===== config.mk =====
export PLATFORM = sky130hd
export DESIGN_NAME = distinct_prime_filter_top
export DESIGN_NICKNAME = d
export VERILOG_FILES = /design/src/design/dpf_pkg.sv /design/src/design/dpf_front.sv /design/src/design/dpf_back.sv /design/src/design/distinct_prime_filter_top.sv
export SDC_FILE = /design/constraint.sdc
export NUM_CORES = 2
export LEC_CHECK = 0
export BUFFER_PORTS_ARGS = -buffer_cell sky130_fd_sc_hd__buf_2
export CELL_PAD_IN_SITES_DETAIL_PLACEMENT = 0
export CELL_PAD_IN_SITES_GLOBAL_PLACEMENT = 2
export CORE_MARGIN = 2
export CORE_UTILIZATION = 40
export CTS_BUF_LIST = sky130_fd_sc_hd__clkbuf_8
export CTS_CLUSTER_DIAMETER = 100
export CTS_CLUSTER_SIZE = 12
export DETAILED_ROUTE_END_ITERATION = 7
export PLACE_DENSITY_LB_ADDON = 0.1
export SKIP_LAST_GASP = 1
export SYNTH_ARGS = -nofsm -noshare
export SYNTH_HDL_FRONTEND = slang
export SYNTH_HIERARCHICAL = 1
export SYNTH_SLANG_ARGS = --single-unit
export TNS_END_PERCENT = 50

===== constraint.sdc =====
create_clock -name clk -period 15.5 [get_ports clk]
set_input_delay 3.1 -clock clk [delete_from_list [all_inputs] [get_ports clk]]
set_output_delay 3.1 -clock clk [all_outputs]
set_load 0.05 [all_outputs]

===== src/design/dpf_pkg.sv =====
// Package with shared types and constants for the distinct prime filter.
package dpf_pkg;

  localparam int SeenDepthDefault = 64;
  localparam int ValueBits        = 32;
  localparam int PrimeBits        = 31;

  typedef struct packed {
    logic [ValueBits-1:0] value;
    logic                 last_item;
  } in_word_t;

  typedef struct packed {
    logic [30:0] prime_value;
    logic        none_found;
    logic        store_full;
  } out_word_t;

endpackage


===== src/design/dpf_front.sv =====
// Front part: accepts words, marks trivial non-primes and queues every word.
module dpf_front import dpf_pkg::*; (
  input  logic                 clk,
  input  logic                 rst,
  input  in_word_t             in_word,
  input  logic                 in_valid,
  output logic                 in_stall,
  output logic [ValueBits-1:0] q_value,
  output logic                 q_cand,
  output logic                 q_last,
  output logic                 q_valid,
  input  logic                 q_pop
);

  localparam int QDepth = 2;

  logic [ValueBits-1:0] qv [QDepth];
  logic                 qc [QDepth];
  logic                 ql [QDepth];
  logic                 wptr;
  logic                 rptr;
  logic [1:0]           cnt;
  logic                 push;
  logic [ValueBits-1:0] v;
  logic                 cand;

  assign v        = in_word.value;
  assign cand     = !v[ValueBits-1] && (v > ValueBits'(1));
  assign in_stall = (cnt == 2'(QDepth));
  assign push     = in_valid && !in_stall;
  assign q_valid  = (cnt != 2'd0);
  assign q_value  = qv[rptr];
  assign q_cand   = qc[rptr];
  assign q_last   = ql[rptr];

  always_ff @(posedge clk) begin
    if (push) begin
      qv[wptr] <= v;
      qc[wptr] <= cand;
      ql[wptr] <= in_word.last_item;
    end
    if (rst) begin
      wptr <= 1'b0;
      rptr <= 1'b0;
      cnt  <= 2'd0;
    end else begin
      if (push) wptr <= ~wptr;
      if (q_pop) rptr <= ~rptr;
      cnt <= cnt + 2'(push) - 2'(q_pop);
    end
  end

endmodule


===== src/design/dpf_back.sv =====
// Back part: trial division, seen-store search and result register.
module dpf_back import dpf_pkg::*; #(
  parameter int SEEN_DEPTH = SeenDepthDefault
) (
  input  logic                 clk,
  input  logic                 rst,
  input  logic [ValueBits-1:0] q_value,
  input  logic                 q_cand,
  input  logic                 q_last,
  input  logic                 q_valid,
  output logic                 q_pop,
  output out_word_t            out_word,
  output logic                 out_valid,
  input  logic                 out_stall
);

  localparam int AW = (SEEN_DEPTH > 1) ? $clog2(SEEN_DEPTH) : 1;
  localparam int CW = $clog2(SEEN_DEPTH + 1);
  localparam int VW = ValueBits;
  localparam int RW = VW + 1;
  localparam int BW = $clog2(VW + 1);

  typedef enum logic [6:0] {
    S_IDLE  = 7'b0000001,
    S_SETUP = 7'b0000010,
    S_DIV   = 7'b0000100,
    S_NEXT  = 7'b0001000,
    S_SRCH  = 7'b0010000,
    S_CMP   = 7'b0100000,
    S_OUT   = 7'b1000000
  } state_t;

  state_t         state;
  logic [VW-1:0]  x;
  logic [VW-1:0]  xs;
  logic           last;
  logic           prime;
  logic           found;
  logic [VW-1:0]  k;
  logic [VW-1:0]  divisor;
  logic           second;
  logic [VW-1:0]  rem;
  logic [VW-1:0]  quo;
  logic [BW-1:0]  bitn;
  logic [CW-1:0]  seen_count;
  logic [CW-1:0]  idx;
  logic [VW-1:0]  seen_primes [SEEN_DEPTH];
  logic [VW-1:0]  rd;
  logic [RW-1:0]  rem_sh;
  logic           sub_ok;
  logic           new_prime;
  logic           full;
  logic           out_free;

  assign rem_sh    = {rem, xs[VW-1]};
  assign sub_ok    = rem_sh >= {1'b0, divisor};
  assign q_pop     = (state == S_IDLE) && q_valid;
  assign new_prime = prime && found;
  assign full      = seen_count >= CW'(SEEN_DEPTH);
  assign out_free  = !out_valid || !out_stall;

  always_ff @(posedge clk) begin
    if (state == S_OUT && out_free && new_prime && !full)
      seen_primes[seen_count[AW-1:0]] <= x;
    rd <= seen_primes[idx[AW-1:0]];
  end

  always_ff @(posedge clk) begin
    if (rst) begin
      state      <= S_IDLE;
      out_valid  <= 1'b0;
      seen_count <= '0;
    end else begin
      if (state == S_OUT && out_free) begin
        out_valid <= new_prime || (last && seen_count == '0);
      end else if (!out_stall) begin
        out_valid <= 1'b0;
      end
      case (state)
        S_IDLE: begin
          if (q_valid) begin
            x     <= q_value;
            last  <= q_last;
            found <= 1'b1;
            prime <= q_cand;
            if (q_cand) state <= S_SETUP;
            else state <= S_OUT;
          end
        end
        S_SETUP: begin
          if (x == VW'(2) || x == VW'(3)) begin
            idx   <= '0;
            state <= S_SRCH;
          end else if (!x[0]) begin
            prime <= 1'b0;
            state <= S_OUT;
          end else begin
            divisor <= VW'(3);
            second  <= 1'b0;
            rem     <= '0;
            quo     <= '0;
            xs      <= x;
            bitn    <= BW'(VW);
            state   <= S_DIV;
          end
        end
        S_DIV: begin
          rem  <= sub_ok ? VW'(rem_sh - {1'b0, divisor}) : rem_sh[VW-1:0];
          quo  <= {quo[VW-2:0], sub_ok};
          xs   <= {xs[VW-2:0], 1'b0};
          bitn <= bitn - BW'(1);
          if (bitn == BW'(1)) state <= S_NEXT;
        end
        S_NEXT: begin
          rem  <= '0;
          quo  <= '0;
          xs   <= x;
          bitn <= BW'(VW);
          if (divisor == VW'(3)) begin
            if (rem == '0) begin
              prime <= 1'b0;
              state <= S_OUT;
            end else begin
              divisor <= VW'(5);
              k       <= VW'(5);
              second  <= 1'b0;
              state   <= S_DIV;
            end
          end else if (!second) begin
            if (k > quo) begin
              idx   <= '0;
              state <= S_SRCH;
            end else if (rem == '0) begin
              prime <= 1'b0;
              state <= S_OUT;
            end else begin
              divisor <= k + VW'(2);
              second  <= 1'b1;
              state   <= S_DIV;
            end
          end else if (rem == '0) begin
            prime <= 1'b0;
            state <= S_OUT;
          end else begin
            k       <= k + VW'(6);
            divisor <= k + VW'(6);
            second  <= 1'b0;
            state   <= S_DIV;
          end
        end
        S_SRCH: begin
          if (idx >= seen_count) state <= S_OUT;
          else state <= S_CMP;
        end
        S_CMP: begin
          if (rd == x) begin
            found <= 1'b0;
            state <= S_OUT;
          end else begin
            idx   <= idx + CW'(1);
            state <= S_SRCH;
          end
        end
        S_OUT: begin
          if (out_free) begin
            out_word.prime_value <= new_prime ? PrimeBits'(x) : '0;
            out_word.none_found  <= !new_prime;
            out_word.store_full  <= new_prime && full;
            if (last) seen_count <= '0;
            else if (new_prime && !full) seen_count <= seen_count + CW'(1);
            state <= S_IDLE;
          end
        end
        default: state <= S_IDLE;
      endcase
    end
  end

endmodule


===== src/design/distinct_prime_filter_top.sv =====
// Top level of the distinct prime filter.
// The time from queue pop to the result word grows with the number of bit-serial trial
// divisions and of recorded entries searched.
// Throughput: one word at a time in the back part; a two-entry queue in front.
// Reset: synchronous; clears the queue, the state machine and the seen count.
module distinct_prime_filter_top import dpf_pkg::*; #(
  parameter int SEEN_DEPTH = SeenDepthDefault
) (
  input  logic      clk,
  input  logic      rst,
  input  in_word_t  in_word,
  input  logic      in_valid,
  output logic      in_stall,
  output out_word_t out_word,
  output logic      out_valid,
  input  logic      out_stall
);

  logic [ValueBits-1:0] q_value;
  logic                 q_cand;
  logic                 q_last;
  logic                 q_valid;
  logic                 q_pop;

  dpf_front u_front (
    .clk, .rst, .in_word, .in_valid, .in_stall,
    .q_value, .q_cand, .q_last, .q_valid, .q_pop
  );

  dpf_back #(.SEEN_DEPTH(SEEN_DEPTH)) u_back (
    .clk, .rst, .q_value, .q_cand, .q_last, .q_valid, .q_pop,
    .out_word, .out_valid, .out_stall
  );

endmodule


==> Word level (Yosys, flattened, before mapping) <==
Memories as Yosys holds them, arrays and structs flattened. A register that Yosys moved wholly into a read port is not among the register bits.
Cells that the tools add are included.
Widths: inputs -> output; s select.
{ "word_totals": {"output_inout_bits": 35, "ram_bits": 2116, "register_bits": 228, "memories": 4} }
{ "classes": {"bitwise": 3, "n_mux": 71, "add_sub_neg": 8, "eq_ne": 31, "order_cmp": 5, "reduce_logical": 40} }
{ "memory_table": {"columns": ["name", "words", "word_bits", "rd", "rd_clocked_by_memory_dff", "wr", "line", "source"], "rows": [
  ["u_back.seen_primes", 64, 32, 1, 1, 1, "dpf_back.sv:47", "logic [VW-1:0] seen_primes [SEEN_DEPTH];"],
  ["u_front.qv", 2, 32, 1, 1, 1, "dpf_front.sv:17", "logic [ValueBits-1:0] qv [QDepth];"],
  ["u_front.qc", 2, 1, 1, 1, 1, "dpf_front.sv:18", "logic qc [QDepth];"],
  ["u_front.ql", 2, 1, 1, 1, 1, "dpf_front.sv:19", "logic ql [QDepth];"]
]} }
{ "ops": {"columns": ["operator", "count"], "rows": [
  ["$mux 32", 15],
  ["$pmux 32 s3", 3],
  ["$mux 7", 19],
  ["$eq 32x2->1 const B", 3],
  ["$pmux 32 s2", 1],
  ["$pmux 7 s7", 1],
  ["$ge 33x32->1", 1],
  ["$add 32x2->32 const B", 1],
  ["$add 32x3->32 const B", 1],
  ["$eq 32x32->1", 1],
  ["$gt 32x1->1 const B", 1],
  ["$gt 32x32->1", 1],
  ["$logic_not 32->1", 1],
  ["$sub 32x32->32", 1],
  ["$mux 1", 25],
  ["$pmux 7 s3", 1],
  ["$pmux 6 s3", 1],
  ["$ne 2x1->1 const B", 8],
  ["$ne 2x2->1 const B", 8],
  ["$add 7x1->7 const B", 2],
  ["$mux 6", 2],
  ["$reduce_and 3->1", 4],
  ["$reduce_and 6->1", 2],
  ["$logic_and 1x1->1", 10],
  ["other kinds (27)", 45]
]} }

==> Depth between registers and ports, before layout <==
{ "depth": {"depth_word": 7, "mapped_depth": 14, "depth_no_buf": 12} }

==> By module <==
Netlist, hierarchy kept.
{ "by_module_without_submodules": {"columns": ["module", "instances", "area_each_um2", "cells_each"], "rows": [
  ["dpf_back", 1, 92431.1, 4361],
  ["dpf_front", 1, 2742.6, 141]
]} }

==> Least setup slack after synthesis <==
Ideal clock, no wire load.
{ "synth_path": {"path_type": "in2reg", "from": "input port rst", "to": "register u_back.bitn[0], enable pin", "n_path_buf": 1, "slack_ns": 3.922, "cell_stages": 3, "t_arrival_ns": 10.860, "required_time_ns": 14.782, "setup_ns": 0.718, "path_cell_list": "clkbuf_1 > a21oi_1 > a21boi_0"} }
{ "synth_between": {"elab_chain_len": 2} }
{ "synth_rtl": {"columns": ["element", "line", "source"], "rows": [
  ["start: declaration", "distinct_prime_filter_top.sv:10", "input logic rst,"],
  ["$not 1->1 (no source line)", null, null],
  ["$reduce_and 4->1 (no source line)", null, null],
  ["end signal: assignment", "dpf_back.sv:103", "bitn <= BW'(VW);"],
  ["end signal: assignment", "dpf_back.sv:111", "bitn <= bitn - BW'(1);"],
  ["end signal: assignment", "dpf_back.sv:118", "bitn <= BW'(VW);"],
  ["end: declaration", "dpf_back.sv:44", "logic [BW-1:0] bitn;"]
]} }
Every way passes these cells.
A chain may end at the register's enable or synchronous reset.

==> metrics list <==
- Run status: finished, final reports clean
* Average wire per standard cell: between 30 and 40 µm
- HPWL after DPL: 155000 µm
- CORE AREA: 237000 µm²
* # setup viols final: 0
* Arrival time at the worst endpoint: roughly 6600 ps
* Residual DRC: 0
- For this run the aggregate overflow at the end of global routing stands at 0.
- The final-report max-slew violation count came to 0.
- Number of H-tree levels: 4
* Number of buffers added by the clock tree synthesis step: ~220
- STA classifies the critical path endpoint as a flip-flop.
* Routed met1 length: roughly 120000 µm
* Buffer count from post-CTS setup fixing: 0
* Count of synthesis-stage warnings from yosys: 6
* Fin worst setup slack: 9770 ps
* Final Hold Vio Count: 0
* Worst-path maximum fanout: 42
- The clock passes through at most 3 buffers.
- Routed length on met2: approximately 120000 µm
* TritonCTS Sinks: around 2400
- In the final design database the tool counted between 4000 and 5000 nets.
- I/O pin count: 72
* GR Util All Layers: 0.215
- Once the clock tree was built, the resizer swapped 0 gates to a different size.
* Smallest hold slack: just under 500 ps
* Clock root buffer master: sky130_fd_sc_hd__clkbuf_8
* Clock latency reported for the late side of the worst-skew pair: approximately 1000 ps
* Number of global-route vias before repair: approximately 47000
- Setup repair after global routing left no endpoint under its margin.
- The slowest stage of the critical path is the sky130_fd_sc_hd__edfxtp_1 cell.
* Compound-Gate Fraction of Synth Area: 0.0119
- WL met3: ~15000 µm
* Post-Place Setup Slack: about 9400 ps
- Routed signal wires occupy layers up through met5.
* Final worst path period need: 5730 ps
- The worst setup path is launched from a flip-flop.
- Across the routed clock network, the largest skew measured is roughly 64 ps.
- Number of enable flip-flop cells after synthesis: 2356
* Synthesized netlist cell count: 4502
* Die width: between 400 and 500 µm
* Drt first-iter violations: between 5000 and 6000
* Leakage dissipation: ~32 nW
- Top achievable clock speed: 174 MHz
* Synthesized-area fraction occupied by xor and xnor cells: 0.0119
- The synthesized netlist contains 72 unique library cells.
* Die extent in y: 492 µm
- TritonCTS clock tree: built
* Share of layout cells above drive strength 1: 0.260
* Synthesized flop and latch total: about 2400
- On the worst path, the slowest cell contributes a delay of around 870 ps.
- Measured against its own limit, the worst slew margin works out to 0.193.
- Layout-stage area growth over the synthesis result: 9.26%
- Of the total synthesized cell area, the portion taken by full adders, half adders and majority gates is 0.0106.
- Cell Pwr Density: 114 nW/µm²
- Async set-reset flop share out of synthesis: 0
- Vias after detailed routing: ~46000
- Initial Util: 0.401
- IR analysis of the VDD net gives a maximum drop of between 0.00007 and 0.00008 V.
- Proportion of synthesized chip area in sequential cells: 0.754
- Hold Buf Count CTS: 0
- Predominant post-synthesis flop cell: sky130_fd_sc_hd__edfxtp_1
- Average cell area after synthesis: about 21 µm²
* Worst hold-check path type: flip-flop to flip-flop
- Initial antenna violation count: 26
* Synthesized netlist net count: about 4600
- By instance count, the cell type seen most on the critical path is sky130_fd_sc_hd__buf_4.
- Slew @ Worst Pin: between 1000 and 1500 ps
* Crit path buffers/inverters: 4
- Wire length of the first global-routing pass: approximately 370000 µm
- Critical setup path kind: flip-flop to flip-flop
* Clock transition time at the flip-flop clock pins of the worst setup and hold paths: around 100 ps
- CP delay by family, top: buffers and inverters
* Setup TNS Final: 0 ps
- Total die area: approximately 240000 µm²
- The floorplan has about 180 rows.
* Routed wire length: 260000 µm
* Mux contribution to synthesized area: 0.165
- Pin count of the biggest net entering global routing: just under 100
* Largest family of logic cells by synthesized area: multiplexers
* Global placer's final weighted congestion: 0.815
* Simple-gate share of the synthesized area: 0.0332
- For the worst setup path, the data required time is ~16000 ps.
- The critical path goes through buf_4 > buf_4 > buf_4 > buf_4 > mux4_2 > mux4_2 > mux4_2.
* Fraction of the cycle the final worst path needs: 0.370
- Summing every instance area after synthesis gives about 95000 µm².
- Average vias per placed instance: between 5 and 6
- Power comes to roughly 12 mW.
- The detail route stage leaves a number of antenna-violating nets equal to 0.
- PortBufs: between 70 and 80
* Max Cap Violations: 0
- The pre-antenna-repair detailed-routing pass consisted of 6 iterations.
-- state kept, by name, indices dropped and copies added (netlist names), 31 cells and up, named ones only --
register / count
u_back/seen_primes: 2048
u_back/xs: 32
u_back/quo: 32
u_back/x: 32
u_back/rd: 32
u_back/rem: 32
u_back/k: 31
u_back/divisor: 31
u_front/qv: 64
u_back/out_word: 33
-- layout by cell type, fill, tap and decap left out, drive strengths merged, types with 4 or more instances in the layout --
cell type  netlist  routed
mux4           672     672
mux2i           21      21
a21o            20      20
nand4           33      33
a211oi          12      12
o211ai           4       4
o41ai            4       4
o21ai           32      32
nand3b           5       5
nor2b           10      10
nand3           49      49
xor2            53      53
diode            0      16
xnor2           76      76
or3              9       9
inv             89     193
a21oi           49      49
nor2           245     245
and2            11      11
nor3            21      21
buf             60     226
mux2            34      34
nand2b          12      12
clkbuf         160     219
edfxtp        2356    2356
o21a             4       4
dfxtp           52      52
a31oi            8       8
o22ai            6       6
or2             10      10
and4             5       5
nand2          175     175
nor4            33      33
and3            46      46
ha              79      79
-- logic make-up (layout without fill, tap and decap cells) --
| group | Yosys count | count (layout) |
|---|---|---|
| compound gates | 173 | 173 |
| fa+ha+maj | 80 | 80 |
| simple gates | 676 | 676 |
| flops | 2408 | 2408 |
| xor+xnor | 129 | 129 |
| other cells | 0 | 16 |
| mux | 727 | 727 |
| buf+inv | 309 | 647 |
-- worst reg2reg max path, cell delays in order (launching register included) --
cell and delay [ps]:
sky130_fd_sc_hd__edfxtp_1 870, sky130_fd_sc_hd__buf_4 810, sky130_fd_sc_hd__buf_4 740, sky130_fd_sc_hd__buf_4 820, sky130_fd_sc_hd__buf_4 690, sky130_fd_sc_hd__mux4_2 650
sky130_fd_sc_hd__mux4_2 550, sky130_fd_sc_hd__mux4_2 470
-- synth_stat cells, drive strengths merged, types with 3 or more instances --
cell type     n  area, µm²
a21oi        49        245
nor3         21        105
buf          60        290
o22ai         6       37.5
nor4         33        213
or3           9       61.3
a22oi         3       22.5
and3         46        288
ha           79        988
or2          10       62.6
nand4        33        206
and4          5       43.8
nand2b       12       75.1
o21ai        32        160
dfxtp        52       1040
and2         11       71.3
nor2        245        920
o2bb2ai       3       26.3
mux2i        21        210
a211oi       12       90.1
o21bai        3       22.5
inv          89        334
o31ai         3       22.5
xnor2        76        666
nand3b        5       37.5
a31oi         8       50.1
mux2         34        383
and3b         3       28.8
o211ai        4       30.0
mux4        672      15100
nand3        49        245
o21a          4       30.0
or4           3       22.5
nand2       175        659
xor2         53        464
clkbuf      160        601
edfxtp     2356      70700
a21o         20        150
nor2b        10       62.6
o41ai         4       42.6
-- per-stage QoR --
| stage | cell area (µm²) | instances | utilization |
|---|---|---|---|
| 3_5_place_dp | 100000 | 7675 | 0.423 |
| 6_report | 104000 | 8023 | 0.438 |
| 4_1_cts | 104000 | 8007 | 0.438 |
| 3_3_place_gp | 100000 | 7675 | 0.423 |
| 2_1_floorplan | 95200 | 4502 | - |
| 5_1_grt | 104000 | 8013 | 0.438 |
-- power by group --
| part | switching, mW | internal (mW) | total [mW] |
|---|---|---|---|
| Combinational | 0.639 | 0.152 | 0.791 |
| Sequential | 0.0567 | 7.47 | 7.53 |
| Clock | 2.14 | 1.36 | 3.50 |
| Total | 2.84 | 8.98 | 11.8 |
-- final timing paths --
check	slack, ps	end	depth (start not counted)	start
worst max-delay path	9770	u_back/rd[13]	7	u_back/idx[0]
worst min-delay path	490	u_front/wptr	2	u_front/wptr
worst max register to register	9770	u_back/rd[13]	7	u_back/idx[0]
worst min register to register	490	u_front/wptr	2	u_front/wptr
-- per-layer routing --
layer | vias to the layer above | GRT usage
met2 | 1343 | 0.336
met5 | - | 0
met1 | 25050 | 0.324
met4 | 2 | 0.0453
li1 | 18912 | -
met3 | 268 | 0.0289
-- layout make-up --
type	count	area [µm²]
flip-flops and latches	2408	71800
repair buffers	226	1540
fillers	20400	133000
clock inverters	113	608
clock buffers	219	3010
diodes	16	40.0
well taps	3167	3960
inverters	89	334
multi-input cells	1785	22700
No activity file was read; power rests on OpenSTA's default activity.
